[config.mk]
export PLATFORM = sky130hd
export DESIGN_NAME = http_request_header_parser_top
export DESIGN_NICKNAME = d
export VERILOG_FILES = /design/src/hw/rtl/hrp_pkg.sv /design/src/hw/rtl/hrp_front.sv /design/src/hw/rtl/hrp_queue.sv /design/src/hw/rtl/hrp_back.sv /design/src/hw/rtl/http_request_header_parser_top.sv
export SDC_FILE = /design/constraint.sdc
export NUM_CORES = 1
export LEC_CHECK = 0
export BUFFER_PORTS_ARGS = -buffer_cell sky130_fd_sc_hd__buf_4
export CAP_MARGIN = 40
export CELL_PAD_IN_SITES_DETAIL_PLACEMENT = 1
export CELL_PAD_IN_SITES_GLOBAL_PLACEMENT = 1
export CORE_ASPECT_RATIO = 0.5
export CORE_UTILIZATION = 45
export DETAILED_ROUTE_END_ITERATION = 8
export PLACE_DENSITY = 0.85
export SLEW_MARGIN = 10
export SYNTH_ARGS = -nofsm -noshare
export SYNTH_HDL_FRONTEND = slang
export SYNTH_HIERARCHICAL = 1
export SYNTH_SLANG_ARGS = --single-unit
[constraint.sdc]
create_clock -name clock -period 3.9 [get_ports clock]
set_input_delay 0.39 -clock clock [delete_from_list [all_inputs] [get_ports clock]]
set_output_delay 0.39 -clock clock [all_outputs]
set_load 0.01 [all_outputs]
[src/hw/rtl/hrp_pkg.sv]
`timescale 1ns / 1ps
package hrp_pkg;

   localparam int MAX_VERSION_DIGITS = 9;
   localparam int DCNT_W = $clog2(MAX_VERSION_DIGITS + 1);

   localparam int QUEUE_DEPTH = 4;
   localparam int QPTR_W = $clog2(QUEUE_DEPTH);

   localparam logic [7:0] CH_CR    = 8'h0D;
   localparam logic [7:0] CH_LF    = 8'h0A;
   localparam logic [7:0] CH_SP    = 8'h20;
   localparam logic [7:0] CH_TAB   = 8'h09;
   localparam logic [7:0] CH_COLON = 8'h3A;
   localparam logic [7:0] CH_DOT   = 8'h2E;
   localparam logic [7:0] CH_PLUS  = 8'h2B;
   localparam logic [7:0] CH_MINUS = 8'h2D;
   localparam logic [7:0] CH_DEL   = 8'h7F;

   typedef enum logic [4:0] {
      PH_METHOD, PH_METHOD_SP, PH_URL_FIRST, PH_URL, PH_HTTP,
      PH_MAJ_S, PH_MAJ_1, PH_MAJ_D, PH_MIN_S, PH_MIN_1, PH_MIN_D,
      PH_LINE, PH_NAME, PH_AFTER, PH_SPACES, PH_VALUE, PH_DONE
   } phase_type;

   typedef enum logic [3:0] {
      K_NONE     = 4'd0,
      K_METHOD   = 4'd1,
      K_URL      = 4'd2,
      K_VERSION  = 4'd3,
      K_NAME     = 4'd4,
      K_NAME_END = 4'd5,
      K_VALUE    = 4'd6,
      K_HDR_END  = 4'd7,
      K_DONE     = 4'd8,
      K_ERROR    = 4'd9
   } kind_type;

   typedef struct packed {
      logic [7:0] data_byte;
      logic       start_req;
      logic       end_of_data;
   } req_type;

   typedef struct packed {
      logic [3:0] kind;
      logic [7:0] out_byte;
      logic [2:0] method;
      logic       last;
   } rsp_type;

   // all results of one request byte
   typedef struct packed {
      kind_type   kind0;
      logic [7:0] byte0;
      logic [2:0] meth0;
      logic       has2;
      logic [7:0] byte1;
   } group_type;

   typedef struct packed {
      logic full;
      logic empty;
   } qstat_type;

   function automatic logic [7:0] verb_char(input logic [2:0] idx, input logic [2:0] pos);
      logic [63:0] w;
      logic [5:0]  msb;
      case (idx)
         3'd0:    w = {"OPTIONS", 8'h00};
         3'd1:    w = {"GET", 40'h0};
         3'd2:    w = {"HEAD", 32'h0};
         3'd3:    w = {"POST", 32'h0};
         3'd4:    w = {"PUT", 40'h0};
         3'd5:    w = {"DELETE", 16'h0};
         3'd6:    w = {"TRACE", 24'h0};
         default: w = {"CONNECT", 8'h00};
      endcase
      msb = {~pos, 3'b111};
      return w[msb -: 8];
   endfunction

   function automatic logic [3:0] verb_len(input logic [2:0] idx);
      logic [3:0] n;
      case (idx)
         3'd0:    n = 4'd7;
         3'd1:    n = 4'd3;
         3'd2:    n = 4'd4;
         3'd3:    n = 4'd4;
         3'd4:    n = 4'd3;
         3'd5:    n = 4'd6;
         3'd6:    n = 4'd5;
         default: n = 4'd7;
      endcase
      return n;
   endfunction

   function automatic logic [7:0] proto_char(input logic [2:0] pos);
      logic [7:0] c;
      case (pos)
         3'd0:    c = "H";
         3'd1:    c = "T";
         3'd2:    c = "T";
         3'd3:    c = "P";
         default: c = "/";
      endcase
      return c;
   endfunction

   function automatic logic is_digit(input logic [7:0] b);
      return (b >= "0") && (b <= "9");
   endfunction

   function automatic logic is_name_byte(input logic [7:0] b);
      logic ok;
      ok = (b >= 8'd32) && (b != CH_DEL);
      case (b)
         "(", ")", "<", ">", "@", ",", ";", ":", "\\", "\"", "/", "[", "]", "?", "=",
         "{", "}", " ": ok = 1'b0;
         default: ;
      endcase
      return ok;
   endfunction

endpackage

[src/hw/rtl/hrp_front.sv]
`timescale 1ns / 1ps
module hrp_front (
   input  logic               clock,
   input  logic               reset,
   input  logic               accept,
   input  hrp_pkg::req_type   req,
   output hrp_pkg::group_type grp
);
   import hrp_pkg::*;

   phase_type         phase_ff, phase_in;
   logic [7:0]        cand_ff, cand_in;
   logic [2:0]        pos_ff, pos_in;
   logic [DCNT_W-1:0] dcnt_ff, dcnt_in;
   logic              pcr_ff, pcr_in;
   logic              err_ff, err_in;

   phase_type         c_phase;
   logic [7:0]        c_cand;
   logic [2:0]        c_pos;
   logic [DCNT_W-1:0] c_dcnt;
   logic              c_pcr;
   logic              c_err;
   logic [7:0]        b;
   logic [7:0]        keep;
   logic [7:0]        hit;
   logic [2:0]        hit_idx;
   logic              fail;
   logic              blank;

   assign b       = req.data_byte;
   assign c_phase = req.start_req ? PH_METHOD : phase_ff;
   assign c_cand  = req.start_req ? 8'hFF : cand_ff;
   assign c_pos   = req.start_req ? 3'd0 : pos_ff;
   assign c_dcnt  = req.start_req ? '0 : dcnt_ff;
   assign c_pcr   = req.start_req ? 1'b0 : pcr_ff;
   assign c_err   = req.start_req ? 1'b0 : err_ff;
   assign blank   = (b == CH_SP) || (b == CH_TAB);

   always_comb begin
      keep    = '0;
      hit     = '0;
      hit_idx = '0;
      for (int i = 0; i < 8; i++) begin
         keep[i] = c_cand[i] && ({1'b0, c_pos} < verb_len(3'(i)))
                   && (verb_char(3'(i), c_pos) == b);
         hit[i]  = keep[i] && (verb_len(3'(i)) == ({1'b0, c_pos} + 4'd1));
      end
      for (int i = 7; i >= 0; i--) begin
         if (hit[i]) begin
            hit_idx = 3'(i);
         end
      end
   end

   // next state
   always_comb begin
      phase_in = c_phase;
      cand_in  = c_cand;
      pos_in   = c_pos;
      dcnt_in  = c_dcnt;
      pcr_in   = c_pcr;
      fail     = 1'b0;
      if (!c_err && (c_phase != PH_DONE)) begin
         if (c_pcr) begin
            pcr_in = 1'b0;
            case (c_phase)
               PH_MIN_D: begin
                  if (b != CH_LF) fail = 1'b1;
                  else phase_in = PH_LINE;
               end
               PH_LINE: begin
                  if (b != CH_LF) fail = 1'b1;
                  else phase_in = PH_DONE;
               end
               PH_AFTER: begin
                  if (b == CH_LF) begin
                     phase_in = PH_SPACES;
                  end else begin
                     phase_in = PH_VALUE;
                     pcr_in   = (b == CH_CR);
                  end
               end
               default: begin
                  if (b == CH_LF) begin
                     phase_in = PH_LINE;
                  end else begin
                     phase_in = PH_VALUE;
                     pcr_in   = (b == CH_CR);
                  end
               end
            endcase
         end else begin
            case (c_phase)
               PH_METHOD: begin
                  if (keep == '0) begin
                     fail = 1'b1;
                  end else begin
                     cand_in = keep;
                     if (hit != '0) phase_in = PH_METHOD_SP;
                     else pos_in = c_pos + 3'd1;
                  end
               end
               PH_METHOD_SP: begin
                  if (b != CH_SP) fail = 1'b1;
                  else phase_in = PH_URL_FIRST;
               end
               PH_URL_FIRST, PH_URL: begin
                  if (b == CH_SP) begin
                     if (c_phase == PH_URL_FIRST) begin
                        fail = 1'b1;
                     end else begin
                        phase_in = PH_HTTP;
                        pos_in   = 3'd0;
                     end
                  end else begin
                     phase_in = PH_URL;
                  end
               end
               PH_HTTP: begin
                  if ((c_pos > 3'd4) || (proto_char(c_pos) != b)) begin
                     fail = 1'b1;
                  end else begin
                     pos_in = c_pos + 3'd1;
                     if (c_pos == 3'd4) begin
                        phase_in = PH_MAJ_S;
                        dcnt_in  = '0;
                     end
                  end
               end
               PH_MAJ_S, PH_MIN_S: begin
                  if ((b == CH_PLUS) || (b == CH_MINUS)) begin
                     phase_in = (c_phase == PH_MAJ_S) ? PH_MAJ_1 : PH_MIN_1;
                  end else if (!is_digit(b) || (c_dcnt >= DCNT_W'(MAX_VERSION_DIGITS))) begin
                     fail = 1'b1;
                  end else begin
                     phase_in = (c_phase == PH_MAJ_S) ? PH_MAJ_D : PH_MIN_D;
                     dcnt_in  = c_dcnt + DCNT_W'(1);
                  end
               end
               PH_MAJ_1, PH_MIN_1: begin
                  if (!is_digit(b) || (c_dcnt >= DCNT_W'(MAX_VERSION_DIGITS))) begin
                     fail = 1'b1;
                  end else begin
                     phase_in = (c_phase == PH_MAJ_1) ? PH_MAJ_D : PH_MIN_D;
                     dcnt_in  = c_dcnt + DCNT_W'(1);
                  end
               end
               PH_MAJ_D, PH_MIN_D: begin
                  if (is_digit(b)) begin
                     if (c_dcnt >= DCNT_W'(MAX_VERSION_DIGITS)) fail = 1'b1;
                     else dcnt_in = c_dcnt + DCNT_W'(1);
                  end else if ((c_phase == PH_MAJ_D) && (b == CH_DOT)) begin
                     phase_in = PH_MIN_S;
                     dcnt_in  = '0;
                  end else if ((c_phase == PH_MIN_D) && (b == CH_CR)) begin
                     pcr_in = 1'b1;
                  end else begin
                     fail = 1'b1;
                  end
               end
               PH_LINE: begin
                  if (b == CH_CR) pcr_in = 1'b1;
                  else if (is_name_byte(b)) phase_in = PH_NAME;
                  else fail = 1'b1;
               end
               PH_NAME: begin
                  if (b == CH_COLON) phase_in = PH_AFTER;
                  else if (!is_name_byte(b)) fail = 1'b1;
               end
               PH_AFTER: begin
                  if (b == CH_CR) begin
                     pcr_in = 1'b1;
                  end else if (blank) begin
                     phase_in = PH_SPACES;
                  end else begin
                     phase_in = PH_VALUE;
                  end
               end
               PH_SPACES, PH_VALUE: begin
                  if (!(blank && (c_phase == PH_SPACES))) begin
                     phase_in = PH_VALUE;
                     pcr_in   = (b == CH_CR);
                  end
               end
               default: ;
            endcase
         end
      end
      err_in = c_err || ((c_phase != PH_DONE)
               && (fail || (req.end_of_data && (phase_in != PH_DONE))));
   end

   // outputs
   always_comb begin
      grp       = '0;
      grp.kind0 = K_NONE;
      if (err_in) begin
         grp.kind0 = K_ERROR;
      end else if (c_phase == PH_DONE) begin
         grp.kind0 = K_NONE;
      end else if (c_pcr) begin
         case (c_phase)
            PH_MIN_D: grp.kind0 = K_NONE;
            PH_LINE:  grp.kind0 = K_DONE;
            default: begin
               if (b == CH_LF) begin
                  grp.kind0 = (c_phase == PH_AFTER) ? K_NONE : K_HDR_END;
               end else begin
                  grp.kind0 = K_VALUE;
                  grp.byte0 = CH_CR;
                  grp.has2  = (b != CH_CR);
                  grp.byte1 = b;
               end
            end
         endcase
      end else begin
         case (c_phase)
            PH_METHOD: begin
               if (hit != '0) begin
                  grp.kind0 = K_METHOD;
                  grp.meth0 = hit_idx;
               end
            end
            PH_URL_FIRST, PH_URL: begin
               if (b != CH_SP) begin
                  grp.kind0 = K_URL;
                  grp.byte0 = b;
               end
            end
            PH_MAJ_S, PH_MAJ_1, PH_MAJ_D, PH_MIN_S, PH_MIN_1, PH_MIN_D: begin
               if (b != CH_CR) begin
                  grp.kind0 = K_VERSION;
                  grp.byte0 = b;
               end
            end
            PH_LINE: begin
               if (b != CH_CR) begin
                  grp.kind0 = K_NAME;
                  grp.byte0 = b;
               end
            end
            PH_NAME: begin
               if (b == CH_COLON) begin
                  grp.kind0 = K_NAME_END;
               end else begin
                  grp.kind0 = K_NAME;
                  grp.byte0 = b;
               end
            end
            PH_AFTER, PH_SPACES: begin
               if ((b != CH_CR) && !blank) begin
                  grp.kind0 = K_VALUE;
                  grp.byte0 = b;
               end
            end
            PH_VALUE: begin
               if (b != CH_CR) begin
                  grp.kind0 = K_VALUE;
                  grp.byte0 = b;
               end
            end
            default: ;
         endcase
      end
   end

   always_ff @(posedge clock) begin
      if (reset) begin
         phase_ff <= PH_METHOD;
         cand_ff  <= 8'hFF;
         pos_ff   <= '0;
         dcnt_ff  <= '0;
         pcr_ff   <= 1'b0;
         err_ff   <= 1'b0;
      end else if (accept) begin
         phase_ff <= phase_in;
         cand_ff  <= cand_in;
         pos_ff   <= pos_in;
         dcnt_ff  <= dcnt_in;
         pcr_ff   <= pcr_in;
         err_ff   <= err_in;
      end
   end

endmodule

[src/hw/rtl/hrp_queue.sv]
`timescale 1ns / 1ps
module hrp_queue (
   input  logic                clock,
   input  logic                reset,
   input  logic                push,
   input  hrp_pkg::group_type  wr_grp,
   input  logic                pop,
   output hrp_pkg::group_type  rd_grp,
   output hrp_pkg::qstat_type  stat
);
   import hrp_pkg::*;

   group_type         mem_ff [QUEUE_DEPTH];
   logic [QPTR_W-1:0] wr_ff, wr_in;
   logic [QPTR_W-1:0] rd_ff, rd_in;
   logic [QPTR_W:0]   cnt_ff, cnt_in;
   logic              do_push;
   logic              do_pop;

   assign stat.full  = (cnt_ff == (QPTR_W+1)'(QUEUE_DEPTH));
   assign stat.empty = (cnt_ff == '0);
   assign do_push    = push && !stat.full;
   assign do_pop     = pop && !stat.empty;
   assign rd_grp     = mem_ff[rd_ff];

   assign wr_in  = do_push ? wr_ff + QPTR_W'(1) : wr_ff;
   assign rd_in  = do_pop ? rd_ff + QPTR_W'(1) : rd_ff;
   assign cnt_in = cnt_ff + (QPTR_W+1)'(do_push) - (QPTR_W+1)'(do_pop);

   always_ff @(posedge clock) begin
      if (reset) begin
         wr_ff  <= '0;
         rd_ff  <= '0;
         cnt_ff <= '0;
      end else begin
         wr_ff  <= wr_in;
         rd_ff  <= rd_in;
         cnt_ff <= cnt_in;
      end
   end

   always_ff @(posedge clock) begin
      if (do_push) begin
         mem_ff[wr_ff] <= wr_grp;
      end
   end

endmodule

[src/hw/rtl/hrp_back.sv]
`timescale 1ns / 1ps
module hrp_back (
   input  logic               clock,
   input  logic               reset,
   input  hrp_pkg::group_type grp,
   input  logic               grp_empty,
   input  logic               rsp_pop,
   output logic               grp_done,
   output hrp_pkg::rsp_type   rsp
);
   import hrp_pkg::*;

   logic sub_ff, sub_in;
   logic take;

   assign take = rsp_pop && !grp_empty;

   always_comb begin
      if (sub_ff) begin
         rsp.kind     = K_VALUE;
         rsp.out_byte = grp.byte1;
         rsp.method   = '0;
         rsp.last     = 1'b1;
      end else begin
         rsp.kind     = grp.kind0;
         rsp.out_byte = grp.byte0;
         rsp.method   = grp.meth0;
         rsp.last     = !grp.has2;
      end
   end

   // advance to the second result, or drop the group once its last result goes
   assign grp_done = take && (sub_ff || !grp.has2);
   assign sub_in   = take ? (!sub_ff && grp.has2) : sub_ff;

   always_ff @(posedge clock) begin
      if (reset) begin
         sub_ff <= 1'b0;
      end else begin
         sub_ff <= sub_in;
      end
   end

endmodule

[src/hw/rtl/http_request_header_parser_top.sv]
`timescale 1ns / 1ps
// channel   direction  handshake              payload
// req       in         req_push / req_full    req_data  (data_byte, start_req, end_of_data)
// rsp       out        rsp_pop / rsp_empty    rsp_data  (kind, out_byte, method, last)
//
// One request byte is taken every cycle while req_full is low; the parser state
// loop settles each byte combinationally.
// A taken byte's results are registered in the group queue, then show on rsp_data in order.
// A byte that yields two results holds its queue entry for two pops.
// The four-entry group queue raises req_full when the result side stalls.
// Reset is synchronous and clears parser state and queue.
module http_request_header_parser_top (
   input  logic             clock,
   input  logic             reset,
   input  logic             req_push,
   output logic             req_full,
   input  hrp_pkg::req_type req_data,
   output logic             rsp_empty,
   input  logic             rsp_pop,
   output hrp_pkg::rsp_type rsp_data
);
   import hrp_pkg::*;

   group_type wr_grp;
   group_type rd_grp;
   qstat_type stat;
   logic      accept;
   logic      grp_done;

   assign accept    = req_push && !stat.full;
   assign req_full  = stat.full;
   assign rsp_empty = stat.empty;

   hrp_front u_front (
      .clock  (clock),
      .reset  (reset),
      .accept (accept),
      .req    (req_data),
      .grp    (wr_grp)
   );

   hrp_queue u_queue (
      .clock  (clock),
      .reset  (reset),
      .push   (accept),
      .wr_grp (wr_grp),
      .pop    (grp_done),
      .rd_grp (rd_grp),
      .stat   (stat)
   );

   hrp_back u_back (
      .clock     (clock),
      .reset     (reset),
      .grp       (rd_grp),
      .grp_empty (stat.empty),
      .rsp_pop   (rsp_pop),
      .grp_done  (grp_done),
      .rsp       (rsp_data)
   );

`ifndef ASSERT_OFF
   a_second_follows: assert property (@(posedge clock) disable iff (reset)
      (rsp_pop && !rsp_empty && !rsp_data.last)
      |=> (!rsp_empty && (rsp_data.kind == K_VALUE) && rsp_data.last))
      else $error("second result of a byte missing");

   a_error_single: assert property (@(posedge clock) disable iff (reset)
      (!rsp_empty && (rsp_data.kind == K_ERROR)) |-> rsp_data.last)
      else $error("error result not alone");

   a_method_only: assert property (@(posedge clock) disable iff (reset)
      (!rsp_empty && (rsp_data.kind != K_METHOD)) |-> (rsp_data.method == '0))
      else $error("method code on non-method result");

   a_byte_kinds: assert property (@(posedge clock) disable iff (reset)
      (!rsp_empty && (rsp_data.out_byte != '0))
      |-> ((rsp_data.kind == K_URL) || (rsp_data.kind == K_VERSION)
           || (rsp_data.kind == K_NAME) || (rsp_data.kind == K_VALUE)))
      else $error("byte carried by a kind without one");
`endif

endmodule

==> reports/qor.csv, run 1 <==
stage;metric;value;unit
status;status;complete, no violations;
sta;slew_violations;0;
floorplanning;die_h;99.3;um
cts;cts_tree;done;
cts;cts_setup_buffers;0;
sta;rsz0062_at_grt;false;
placement;place_congestion;0.979;
pwr;p_leak;3.50;nW
floorplanning;floorplan.rows;35;
placement;dp_hpwl;20300;um
pwr;vdd_drop_max;0.000287;V
floorplanning;core;18500;sq um
cells_and_area;fillers;2055;
cells_and_area;num_antenna_cells;0;
global_route;grt_max_degree;44;
cts;cts_htree_levels;4;
worst_setup_path;critPathRequiredTime;4090;ps
cells_and_area;area_delta_synth_final;17.8;%
pwr;power_density;470;nW/um^2
logic_synthesis;netlist_area;8520;sq um
sta;setup_violations;0;
floorplanning;die_x;197;um
cts;clkTransAtPathRegs;70;ps
logic_synthesis;synth_cells;860;
logic_synthesis;yosys_warnings;6;
cells_and_area;drive_above_1_share;23.7;%
worst_setup_path;cp-start-kind;flop;
sta;fin_crit;3770;ps
sta;slew_headroom;34.4;%
logic_synthesis;synth_top_flop_cell;edfxtp_1;
worst_setup_path;worstSetupEndpointType;flop;
flow_run;drv_cap;0;
floorplanning;initial_core_util;46.1;%
routing;firstDrtPassIters;5;
routing;drt-total-wl;30400;um
cells_and_area;ff_latch_area;3520;sq um
cts;clk_path_buf_depth;2;
routing;ant_nets;0;
worst_setup_path;critPathKind;flop to flop;
routing;dr_total_vias;7815;
sta;fmax;265;MHz
cells_and_area;mostFrequentLayoutCells;buf_4, edfxtp_1, nor2_1;
cts;hold_buffers;0;
placement;dpl_cell_area;9370;sq um
cts;cts_buffers;17;
logic_synthesis;yosysSeqAreaShare;41.4;%
floorplanning;num_io_pins;32;
pwr;total_power;0.00472;W
logic_synthesis;synth_seq_cells;128;
global_route;grt.total_usage;31.5;%
logic_synthesis;synth_edf_count;96;
worst_setup_path;cp.arrival;3960;ps
sta;tightestPinTransition;960;ps
global_route;gr-total-overflow;0;
sta;finalCritPeriodShare;96.8;%
sta;fin_worst_skew;12.0;ps
placement;numPortBuffers;31;
cts;cts-root-buf;clkbuf_16;
global_route;grt_pass1_wl;46600;um
routing;route.detailed.drc;0;
cells_and_area;nets;938;
cells_and_area;multi_input_area;4690;sq um
floorplanning;die_area;19500;sq um
logic_synthesis;syn_area_per_cell;9.90;sq um
cts;cts_sinks;128;
logic_synthesis;syn-num-nets;887;
global_route;grt_pass1_vias;8073;
routing;drt_iter0_drc;799;
sta;hold_viol_final;0;
global_route;grt_antenna_before_repair;0;
logic_synthesis;async_flop_share;0;%
worst_hold_path;hold_class;input port to flop;
cells_and_area;final_common_cell;buf_4;
routing;wl_per_cell;25.7;um
cts;clkLatencyLatePin;420;ps
worst_setup_path;crit_fanout;4;
logic_synthesis;synth_cell_types;98;
routing;via_per_inst;6.61;
cells_and_area;design_area;10000;sq um
## final cells by class
type	count	area share [%]
multi-input cells	640	46.7
flip-flops and latches	128	35.1
repair buffers	101	8.05
well taps	259	3.23
clock buffers	18	4.38
clock inverters	14	1.68
inverters	23	0.860
## metrics by stage
| step | cells | utilization [%] | worst slack [ps] | TNS, ps | hold slack, ps |
|---|---|---|---|---|---|
| after floorplan | 860 | - | 51.4 | 0 | 436 |
| after global placement | 1151 | 50.7 | -33.2 | -133 | 472 |
| after detailed placement | 1151 | 50.7 | -130 | -1520 | 480 |
| after CTS | 1183 | 54.0 | -89.2 | -680 | 340 |
| after global routing | 1183 | 54.3 | 20.7 | 0 | 346 |
| final | 1183 | 54.3 | 126 | 0 | 346 |
## cells by family after synthesis
| family | after synthesis | share of synthesized area, % |
|---|---|---|
| fa+ha+maj | 13 | 2.00 |
| compound gates | 202 | 16.7 |
| buf+inv | 92 | 5.05 |
| flops | 128 | 41.4 |
| mux | 41 | 8.71 |
| xor+xnor | 17 | 1.75 |
| simple gates | 367 | 24.4 |
## critical path, stage by stage (launching register included)
cell and delay (ps):
dfxtp_1 340, or4b_4 540, or4_4 560, and2_1 210, nor4_2 400, a31oi_1 200, o41ai_4 440, buf_4 210
nand3_1 230, a31oi_2 420
## state kept, by name, indices dropped and copies added (netlist names), named ones only
name	flops
u_queue/mem_ff	96
u_front/cand_ff	8
u_front/phase_ff	5
u_front/dcnt_ff	4
u_front/pos_ff	3
u_queue/cnt_ff	3
u_queue/rd_ff	2
u_queue/wr_ff	2
u_back/sub_ff	1
u_front/err_ff	1
u_front/pcr_ff	1
## final timing paths
path	from	end	slack, ps	cells past startpoint
max	u_front/phase_ff[4]$_SDFFE_PP0P_	u_queue/mem_ff[3][10]$_DFFE_PP_	130	9
min	reset	u_front/dcnt_ff[1]$_SDFFE_PP0P_	350	2
max reg2reg	u_front/phase_ff[4]$_SDFFE_PP0P_	u_queue/mem_ff[3][10]$_DFFE_PP_	130	9
min reg2reg	u_front/dcnt_ff[0]$_SDFFE_PP0P_	u_front/dcnt_ff[0]$_SDFFE_PP0P_	490	2
## Yosys cell counts, types with 8 or more instances
cell type / instances / area, sq um
mux2_2: 9 / 101
xor2_1: 8 / 70.1
nor2b_1: 24 / 150
nand2b_1: 18 / 113
ha_1: 12 / 150
xnor2_1: 9 / 78.8
nor4_1: 15 / 93.8
nor3b_1: 11 / 82.6
buf_2: 14 / 70.1
nor2_1: 78 / 293
or4_1: 9 / 67.6
nand3_1: 16 / 80.1
edfxtp_1: 96 / 2880
a211oi_1: 10 / 75.1
nand2_1: 55 / 206
o211ai_1: 13 / 97.6
a21oi_1: 42 / 210
mux4_2: 20 / 450
o21ai_0: 35 / 175
nor3_1: 40 / 200
and2_1: 17 / 106
dfxtp_1: 32 / 641
or2_2: 11 / 68.8
clkbuf_1: 44 / 165
a31oi_1: 13 / 81.3
or3_1: 16 / 100
inv_1: 21 / 78.8
## report_power, final
| part | switching [W] | total [W] | internal, W |
|---|---|---|---|
| registers | 0.0000777 | 0.00168 | 0.00160 |
| logic | 0.000763 | 0.00133 | 0.000563 |
| clock network | 0.000728 | 0.00171 | 0.000985 |
## what timing repair did
| item | 4_1_cts | 5_1_grt |
|---|---|---|
| gates cloned | 0 | 0 |
| endpoints found under the setup margin | 8 | 76 |
| gates resized for setup | 0 | 11 |
## per-layer routing
metal,vias to the layer above,GRT usage (%),part of all wire [%]
li1,3410,-,-
met1,3895,40.5,42
met2,408,53.2,47
met3,102,6.00,7.8
met4,0,12.0,3.4
met5,-,0,0
Power figures use the tool's default switching activity.
==> run 2, diff against run 1 <==
--- a/config.mk
+++ b/config.mk
@@ -10,9 +10,9 @@
 export CELL_PAD_IN_SITES_DETAIL_PLACEMENT = 1
 export CELL_PAD_IN_SITES_GLOBAL_PLACEMENT = 1
 export CORE_ASPECT_RATIO = 0.5
-export CORE_UTILIZATION = 45
+export CORE_UTILIZATION = 43
 export DETAILED_ROUTE_END_ITERATION = 8
-export PLACE_DENSITY = 0.85
+export PLACE_DENSITY = 0.82
 export SLEW_MARGIN = 10
 export SYNTH_ARGS = -nofsm -noshare
 export SYNTH_HDL_FRONTEND = slang
==> run 2 against run 1 <==
Core utilization shrank 1.1 points. Sequential power is essentially flat. Die area grew 4.6%. Register-to-register slack lost 60 ps. Cell area is essentially flat. First-iteration DRC count shrank 0.88%. Total power shrank 4.4%. Count of clock-buffer cells in the layout grew 4. Critical path type unchanged. Critical path depth is the same. Critical endpoint is now u_queue/mem_ff[3][17]$_DFFE_PP_. Via count shrank 1.4%. Sequential share of layout area is essentially flat.
==> reports/qor.csv, run 2 (synthesized netlist as in run 1, its figures left out) <==
stage;metric;value;unit;change
worst_hold_path;min_path_cells;2;;unchanged
global_route;grt_max_degree;56;;was 44
sta;setup_violations;0;;unchanged
sta;slew_headroom;47.9;%;was 34.4%
cells_and_area;max_flop_register;u_queue/mem_ff;;unchanged
cts;cts_tree;done;;unchanged
sta;hold_viol_final;0;;unchanged
flow_run;drv_cap;0;;unchanged
worst_setup_path;cp_slowest_stage_delay;570;ps;was 560 ps
pwr;total_power;0.00451;W;was 0.00472 W
routing;route.detailed.drc;0;;unchanged
worst_setup_path;worst_r2r_endpoint;u_queue/mem_ff[3][17]$_DFFE_PP_;;was u_queue/mem_ff[3][10]$_DFFE_PP_
status;status;complete, no violations;;unchanged
cts;cts_buffers;17;;unchanged
global_route;grt_pass1_vias;7789;;was 8073
cells_and_area;nets;944;;was 938
worst_setup_path;worstSetupEndpointType;flop;;unchanged
routing;dr_total_vias;7703;;was 7815
cells_and_area;largest_reg_flops;96;;unchanged
worst_setup_path;r2r.worst_path.cells;9;;unchanged
worst_hold_path;holdPathEnd;u_front/dcnt_ff[3]$_SDFFE_PP0P_;;was u_front/dcnt_ff[1]$_SDFFE_PP0P_
sta;layout_setup_ws;63.6;ps;was 126 ps
pwr;p_leak;3.52;nW;was 3.50 nW
routing;firstDrtPassIters;5;;unchanged
cells_and_area;design_area;10000;sq um;about the same
floorplanning;die_x;201;um;was 197 um
cts;hold_buffers;0;;unchanged
cells_and_area;mostFrequentLayoutCells;buf_4, edfxtp_1, nor2_1;;unchanged
routing;via_per_inst;6.48;;was 6.61
cells_and_area;drive_above_1_share;24.0;%;was 23.7%
floorplanning;floorplan.rows;35;;unchanged
worst_setup_path;r2r_slack;60;ps;was 130 ps
floorplanning;initial_core_util;45.1;%;was 46.1%
pwr;power_density;450;nW/um^2;was 470 nW/um^2
floorplanning;num_io_pins;32;;unchanged
worst_hold_path;hold_class;input port to flop;;unchanged
cts;cts_sinks;128;;unchanged
global_route;use_met2;49.2;%;was 53.2%
sta;tightestPinTransition;773;ps;was 960 ps
worst_setup_path;slowest_stage;or4_4;;unchanged
placement;place_congestion;0.973;;was 0.979
worst_setup_path;critPathRequiredTime;4090;ps;about the same
sta;fmax;261;MHz;was 265 MHz
global_route;grt_util_met1;38.1;%;was 40.5%
global_route;busiest_layer;met2;;unchanged
worst_setup_path;crit_chain;or4b_4 > or4_4 > and2_1 > nor4_2 > a31oi_1 > o41ai_4 > buf_4 > nand4_1 > nor2_1;;was or4b_4 > or4_4 > and2_1 > nor4_2 > a31oi_1 > o41ai_4 > buf_4 > nand3_1 > a31oi_2
cts;cts_htree_levels;4;;unchanged
sta;rsz0062_at_grt;true;;was false
worst_hold_path;hold_path_startpoint;reset;;unchanged
sta;finalSetupTns;0;ps;unchanged
placement;dpl_cell_area;9410;sq um;was 9370 sq um
worst_setup_path;worstReg2RegStart;u_front/phase_ff[4]$_SDFFE_PP0P_;;unchanged
global_route;grt.total_usage;29.2;%;was 31.5%
cells_and_area;fillers;2104;;was 2055
sta;timing.hold.ws;336;ps;was 346 ps
placement;numPortBuffers;31;;unchanged
worst_setup_path;critPathKind;flop to flop;;unchanged
cells_and_area;area_delta_synth_final;17.9;%;was 17.8%
cells_and_area;final_common_cell;buf_4;;unchanged
placement;dp_hpwl;20500;um;was 20300 um
routing;drt_iter0_drc;792;;was 799
cells_and_area;num_antenna_cells;0;;unchanged
sta;fin_crit;3840;ps;was 3770 ps
cts;clkLatencyLatePin;430;ps;was 420 ps
global_route;grt_pass1_wl;45100;um;was 46600 um
worst_setup_path;crit_fanout;5;;was 4
routing;drt-total-wl;29200;um;was 30400 um
cts;clkTransAtPathRegs;70;ps;about the same
floorplanning;core;18900;sq um;was 18500 sq um
pwr;vdd_drop_max;0.000290;V;was 0.000287 V
floorplanning;die_h;102;um;was 99.3 um
worst_setup_path;cp-start-kind;flop;;unchanged
floorplanning;die_area;20400;sq um;was 19500 sq um
worst_setup_path;cp.arrival;4020;ps;was 3960 ps
global_route;met3_usage;6.34;%;was 6.00%
routing;wl_per_cell;24.6;um;was 25.7 um
placement;place_ws;-266;ps;was -130 ps
sta;finalCritPeriodShare;98.4;%;was 96.8%
cells_and_area;top_regs;u_queue/mem_ff: 96 flops, u_front/cand_ff: 8 flops, u_front/phase_ff: 5 flops;;unchanged
cts;cts-root-buf;clkbuf_16;;unchanged
routing;ant_nets;0;;unchanged
sta;fin_worst_skew;16.2;ps;was 12.0 ps
global_route;grt_antenna_before_repair;1;;was 0
sta;slew_violations;0;;unchanged
global_route;gr-total-overflow;0;;unchanged
cts;clk_path_buf_depth;2;;unchanged
## run 2: critical path, delay by kind of cell (launching register included)
kind,cells,cell delay [ps]
simple gates,6,2450
compound gates,2,610
flops,1,330
buf+inv,1,200
## run 2: layer usage
layer	vias to the layer above	wire length, um
met2	376	13800
li1	3408	-
met5	-	13
met4	2	670
met1	3846	12500
met3	71	2190
## run 2: where the power goes
part	switching, W	internal [W]
registers	0.0000697	0.00161
logic	0.000760	0.000569
clock network	0.000618	0.000892
## run 2: worst max path at each step
stage	startpoint	end	depth (start not counted)	slack, ps
after floorplan	req_data[1]	u_queue/mem_ff[0][12]$_DFFE_PP_	18	50
final	u_front/phase_ff[4]$_SDFFE_PP0P_	u_queue/mem_ff[3][17]$_DFFE_PP_	9	60
after global placement	req_data[6]	u_queue/mem_ff[0][9]$_DFFE_PP_	10	-70
after global routing	u_front/pos_ff[0]$_SDFFE_PP0P_	u_queue/mem_ff[3][17]$_DFFE_PP_	12	-40
after detailed placement	req_data[6]	u_queue/mem_ff[1][0]$_DFFE_PP_	9	-270
after CTS	u_front/phase_ff[4]$_SDFFE_PP0P_	u_queue/mem_ff[0][19]$_DFFE_PP_	9	90
## run 2: repair_timing
| item | 4_1_cts | 5_1_grt |
|---|---|---|
| gates resized for setup | 1 | 11 |
| cloned | 0 | 0 |
| endpoints found under the setup margin | 4 | 40 |
| endpoints found under the hold margin | 0 | 0 |
| pin swaps | 0 | 1 |
| setup buffers | 0 | 1 |
## run 2: final cells by class
| cell class | instances | area [sq um] | area share [%] |
|---|---|---|---|
| clock buffer | 22 | 454 | 4.52 |
| inverter | 23 | 86.3 | 0.860 |
| sequential | 128 | 3520 | 35.1 |
| multi-input combinational | 640 | 4700 | 46.8 |
| timing repair buffer | 107 | 866 | 8.62 |
| tap | 259 | 324 | 3.23 |
| clock inverter | 10 | 88.8 | 0.885 |
## run 2: metrics by stage
step | std cells | utilization [%]
after global routing | 1189 | 53.2
after CTS | 1188 | 52.8
final | 1189 | 53.2
after detailed placement | 1156 | 49.9
after floorplan | 860 | -
after global placement | 1156 | 49.9
